File: config.mk
export PLATFORM = sky130hd
export DESIGN_NAME = pbra_front
export DESIGN_NICKNAME = d
export VERILOG_FILES = /design/src/rtl/core/pbra_pkg.sv /design/src/rtl/core/pbra_front.sv
export SDC_FILE = /design/constraint.sdc
export NUM_CORES = 1
export LEC_CHECK = 0
export BUFFER_PORTS_ARGS = -buffer_cell sky130_fd_sc_hd__buf_2
export CAP_MARGIN = 5
export CORE_MARGIN = 2
export CORE_UTILIZATION = 40
export DETAILED_ROUTE_END_ITERATION = 6
export PLACE_DENSITY = 0.7
export SYNTH_ARGS = -nofsm -noshare
export SYNTH_HDL_FRONTEND = slang
export SYNTH_SLANG_ARGS = --single-unit
File: constraint.sdc
create_clock -name clk -period 3.4 [get_ports clk]
set_clock_uncertainty 0.15 [all_clocks]
set_input_delay 0.17 -clock clk [delete_from_list [all_inputs] [get_ports clk]]
set_output_delay 0.17 -clock clk [all_outputs]
set_load 0.05 [all_outputs]
File: src/rtl/core/pbra_pkg.sv
`default_nettype none
package pbra_pkg;

	typedef enum logic [1:0] {
		ST_OK     = 2'd0,
		ST_NOSPC  = 2'd1,
		ST_ZERO   = 2'd2
	} status_t;

	localparam logic REQ_ALLOC = 1'b0;
	localparam logic REQ_FREE  = 1'b1;

	// Classified command handed from front to back.
	typedef struct packed {
		logic        is_free;
		logic        zero;
		logic [26:0] cnt;
		logic [26:0] addr_page;
		logic [26:0] align_pages;
	} cmd_t;

endpackage
`default_nettype wire

File: src/rtl/core/pbra_front.sv
`default_nettype none
module pbra_front #(
	parameter int PAGE_BITS = 12
) (
	input  wire               clk,
	input  wire               arst_n,
	input  wire               in_valid,
	output logic              in_stall,
	input  wire               req_type,
	input  wire  [26:0]       size_bytes,
	input  wire  [26:0]       align_bytes,
	input  wire  [25:0]       free_addr,
	output logic              cmd_valid,
	input  wire               cmd_stall,
	output pbra_pkg::cmd_t    cmd
);

	localparam int DEPTH = 2;

	pbra_pkg::cmd_t   fifo_q [DEPTH];
	logic             wp_q, rp_q;
	logic [1:0]       cnt_q;
	pbra_pkg::cmd_t   c;
	logic [27:0]      up;
	logic [26:0]      ap;
	logic             push, pop;

	// Page count rounding and alignment reduced to a power of two.
	always_comb begin
		c = '0;
		c.is_free = (req_type == pbra_pkg::REQ_FREE);
		up = ({1'b0, size_bytes} + 28'((1 << PAGE_BITS) - 1)) >> PAGE_BITS;
		if (c.is_free)
			c.cnt = size_bytes >> PAGE_BITS;
		else
			c.cnt = up[26:0];
		c.zero = (c.cnt == '0);
		c.addr_page = 27'({1'b0, free_addr} >> PAGE_BITS);
		ap = align_bytes >> PAGE_BITS;
		c.align_pages = 27'd1;
		for (int i = 26; i >= 0; i--) begin
			if (ap[i] && c.align_pages == 27'd1)
				c.align_pages = 27'd1 << i;
		end
	end

	assign in_stall  = (cnt_q == 2'(DEPTH));
	assign push      = in_valid && !in_stall;
	assign cmd_valid = (cnt_q != 2'd0);
	assign pop       = cmd_valid && !cmd_stall;
	assign cmd       = fifo_q[rp_q];

	// Two-entry command queue.
	always_ff @(posedge clk) begin
		if (push)
			fifo_q[wp_q] <= c;
	end

	always_ff @(posedge clk or negedge arst_n) begin
		if (!arst_n) begin
			wp_q  <= 1'b0;
			rp_q  <= 1'b0;
			cnt_q <= 2'd0;
		end else begin
			if (push)
				wp_q <= ~wp_q;
			if (pop)
				rp_q <= ~rp_q;
			cnt_q <= cnt_q + 2'(push) - 2'(pop);
		end
	end

`ifndef SYNTHESIS
	a_no_over: assert property (@(posedge clk) disable iff (!arst_n)
		cnt_q <= 2'(DEPTH)) else $error("queue overflow");
	a_pop_ok: assert property (@(posedge clk) disable iff (!arst_n)
		pop |-> cnt_q != 2'd0) else $error("pop of empty queue");
	a_cnt: assert property (@(posedge clk) disable iff (!arst_n)
		(push && !pop) |=> cnt_q == $past(cnt_q) + 2'd1) else $error("count slip");
`endif

endmodule
`default_nettype wire

Word level (Yosys, flattened, before mapping)
Memory sizes are Yosys's and may differ from the RTL's.
Index checks and enable logic that the tools add are counted.
{"block": "word_totals", "reg_bits": 4, "latch_bits": 0, "mem_bits_rw": 118, "mem_bits_ro": 0, "input_bits": 85, "output_inout_bits": 85, "wordCells": 62, "n_memories": 1}
{"block": "classes", "addsub": 3, "multipliers": 0, "div": 0, "magnitude_cmp": 0, "n_eq_ne": 15, "shift": 0, "mux": 18, "bitwise_logic": 2, "n_reduce_logical": 20}
{"memory": "fifo_q", "words": 2, "word_bits": 59, "read_ports": 1, "rd_ports_with_merged_regs": 0, "wr": 1, "line": "pbra_front.sv:20", "text": "pbra_pkg::cmd_t fifo_q [DEPTH];"}
{"operator": "$mux W27", "count": 12}
{"operator": "$eq A27 B1 Y1 const B", "count": 11}
{"operator": "$eq A15 B1 Y1 const B", "count": 3}
{"operator": "$mux W15", "count": 3}
{"operator": "$add A27 B12 Y28 const B", "count": 1}
{"operator": "$logic_not A27 Y1", "count": 1}
{"operator": "$logic_and A1 B1 Y1", "count": 16}
{"operator": "$mux W16", "count": 1}
{"operator": "$add A2 B1 Y2", "count": 1}
{"operator": "$eq A2 B2 Y1 const B", "count": 1}
{"operator": "$logic_not A1 Y1", "count": 2}
{"operator": "$mux W1", "count": 2}
{"operator": "$not A1 Y1", "count": 2}
{"operator": "$reduce_bool A2 Y1", "count": 1}
{"operator": "$sub A2 B1 Y2", "count": 1}

Longest topological paths before layout
{"block": "depth", "ltp_word": 43, "depth_mapped": 7, "depth_no_buf": 7}

Worst setup path before layout
OpenSTA, ideal clock, no wires.
{"block": "synth_timing", "kind": "register -> register", "start": "register cnt_q[1]", "end": "memory fifo_q[0][0] (netlist name), enable pin", "setup_ns": 0.452, "t_arrival_ns": 2.563, "required_time_ns": 2.798, "setup_slack_ns": 0.235, "stages_incl_launch_ff": 4, "n_path_buf": 0, "synth_period_minus_slack_ns": 3.165, "cell_sequence": "dfrtp_1 nand2b_1 nand2_1 nor2_1"}
{"block": "synth_via", "elab_chain_len": 5}
{"element": "start: declaration", "line": "pbra_front.sv:22", "text": "logic [1:0] cnt_q;"}
{"element": "start signal: assignment", "line": "pbra_front.sv:69", "text": "cnt_q <= cnt_q + 2'(push) - 2'(pop);"}
{"element": "$eq A2 B2 Y1", "line": "pbra_front.sv:47", "text": "assign in_stall = (cnt_q == 2'(DEPTH));"}
{"element": "$logic_not A1 Y1", "line": "pbra_front.sv:48", "text": "assign push = in_valid && !in_stall;"}
{"element": "$logic_and A1 B1 Y1", "line": "pbra_front.sv:48"}
{"element": "$mux W1", "line": "pbra_front.sv:55", "text": "if (push)"}
{"element": "$mux W1 (not written as such)", "line": "pbra_front.sv:56", "text": "fifo_q[wp_q] <= c;"}
{"element": "end: declaration", "line": "pbra_front.sv:20"}
No other way between the ends.

==> qor.txt <==
critical path capture point type = flop
Max clock buf depth = 2
Hold Path Depth = 2
Post-Syn Area = 0.00441 mm2
sequential area share after synthesis = 0.663
share of cells above drive strength 1 = 0.444
GRT Util Overall = 0.136
commonest non-fill, non-tap cell in the layout = buf_2
Required @ worst endpoint = 3460 ps
core area = 0.0108 mm2
worst reg2reg path depth = 7
TritonCTS Buffers = 9
Antenna diodes = 0
initial antenna violation count = 0
RSZ-0062 raised after global routing = no
crit path max fanout = 5
DRT iter0 DRCs = 91
CP most frequent cell = dlygate4sd3_1
via/cell ratio = 4.70
vias in the first global route = 2537
leak pwr = 2.16 nW
die width = 109 um
crit path time final = 2550 ps
dominant cell type by area after synthesis = edfxtp_1
Netlist cell types = 36
post-route clock period utilization = 0.749
most frequent cells in the layout = 108 x buf_2, 94 x edfxtp_1, 47 x mux2_2
# port buffers = 108
post-CTS setup buffer count = 0
Worst R2R Start = cnt_q[1]
Crit Path Class = in2reg
Setup-failing EPs final = 0
Synth Warn # = 0
Final nets = 517
setup TNS = 0 ps
Clock Latency Late Sink = 350 ps
Hold Crit Start = size_bytes[26]
# DRC = 0
Congestion Overflow GR = 0
Hold Vio Cnt, Final = 0
asr flop ratio synth = 0.0408
Max stage delay on crit path = 600 ps
Final WS setup = 854 ps
via count = 2700
H-tree Lvls = 3
GPL Wtd Cong = 0.807
Setup crit start kind = input pin
Seq cells post-synth = 98
Synth top area share = 0.640
pin count of the biggest net entering global routing = 30
Slew Viols, Final = 0
Peak Freq = 393 MHz
Post-Syn Instances = 285
top_reg_cell synth = edfxtp_1
first-pass GRT wire length = 12.1 mm
cell area power density = 839 mW/mm2
outcome = finished clean
hold path endpoint = fifo_q[0][55]
Hold Crit Class = in2reg
CTS sink cnt = 98
top post-synthesis cells by area = edfxtp_1 64%, mux2_2 12%, buf_4 6.1%
CP max stage cell = dlygate4sd3_1
Top Family by Delay on Critical Path = buffers and inverters
clock tree from TritonCTS = done
Critical Path AT = 2610 ps
crit path buf inv count = 3
FP Rows = 38
DP Wirelength = 5.81 mm
Initial DRT Pass Iterations = 4
root buf cell = clkbuf_8
end of the worst register-to-register path = cnt_q[1]
post-CTS sizing = 0
IR drop worst, VDD = 0.000403 V
Worst R2R Setup Slack = 1500 ps
Reg clk slew, reported paths = 90 ps
DR WL/cell = 14.4 um
Die H = 109 um
ANT nets after route = 0
max-cap viol count = 0
Initial Utilization = 0.409
Ports = 170
pre-CTS setup slack = 1510 ps
DIE AREA = 0.0119 mm2
mean post-synth cell area = 15.5 um2
Post-Layout Cell Count = 575
final WL = 8.26 mm
Post-Place Cells = 531
critical-path cell list = dlygate4sd3_1 > buf_2 > or4_4 > nor3_4 > nand4_2 > a211oi_2 > dlygate4sd3_1
number of synthesized flops with an enable pin = 94
area grow syn2layout = 24.6%
## per-stage QoR
step           hold slack [ps]  area, um2  utilization  total power [mW]
4_1_cts                   1.23       5500        0.509              4.67
6_report                  29.2       5500        0.509              4.61
5_1_grt                   12.7       5500        0.509              4.81
3_5_place_dp              -168       5010        0.465              3.89
2_1_floorplan             -276       4540            -              3.44
3_3_place_gp              -172       5010        0.465              3.87
## worst max path at each step
stage	end	startpoint	cells past startpoint	slack (ps)
finish	fifo_q[0][0]	align_bytes[21]	7	850
global placement	cnt_q[1]	cnt_q[1]	7	1560
global route	fifo_q[0][0]	align_bytes[21]	7	810
detailed placement	cnt_q[1]	cnt_q[1]	7	1510
floorplan	fifo_q[0][0]	cnt_q[1]	3	240
CTS	fifo_q[0][0]	align_bytes[21]	7	890
## final cells by class
cell class,count,area [um2]
Clock buffer,9,124
Clock inverter,7,76.3
Fill cell,909,5300
Inverter,5,18.8
Multi-Input combinational cell,174,1310
Sequential cell,98,2920
Tap cell,140,175
Timing Repair Buffer,142,866
## logic make-up after synthesis
logic type / count (synthesis) / synth area share
xor+xnor: 19 / 0.0377
simple gates: 69 / 0.0984
compound gates: 1 / 0.00284
other cells: 1 / 0.000850
fa+ha+maj: 2 / 0.00567
buf+inv: 48 / 0.0720
flops: 98 / 0.663
mux: 47 / 0.120
## cell usage after synthesis (all sizes together), types with 2 or more instances
| cell type | instances |
|---|---|
| and2 | 2 |
| and3 | 4 |
| buf | 38 |
| clkbuf | 5 |
| dfrtp | 4 |
| edfxtp | 94 |
| ha | 2 |
| inv | 5 |
| mux2 | 47 |
| nand2 | 8 |
| nand3 | 7 |
| nand4 | 5 |
| nor2 | 10 |
| nor2b | 2 |
| nor3 | 9 |
| nor3b | 5 |
| nor4 | 6 |
| nor4b | 2 |
| or2 | 2 |
| or3 | 2 |
| xnor2 | 11 |
| xor2 | 8 |
## power breakdown
group	switching (mW)	total, mW	internal, mW
sequential	0.0847	1.73	1.65
combinational	1.55	2.13	0.581
clock	0.401	0.747	0.346
total	2.04	4.61	2.58
## registers in the layout, summed over array words and instances, names as in the netlist
register,flops
fifo_q,94
rp_q,1
wp_q,1
cnt_q,2
## routing by layer
layer,share of wire,GRT usage,vias to the layer above,wire length (um)
met2,0.47,0.227,130,3910
met4,0.013,0.0485,0,108
li1,-,-,1273,-
met3,0.084,0.0371,11,691
met5,0,0,-,0
met1,0.43,0.168,1286,3550
## what timing repair did
| item | in CTS | in global routing |
|---|---|---|
| hold endpoints to repair | 50 | 0 |
| hold buffers | 28 | 0 |
| setup endpoints to repair | 0 | 0 |
No activity file was read; power rests on OpenSTA's default activity.
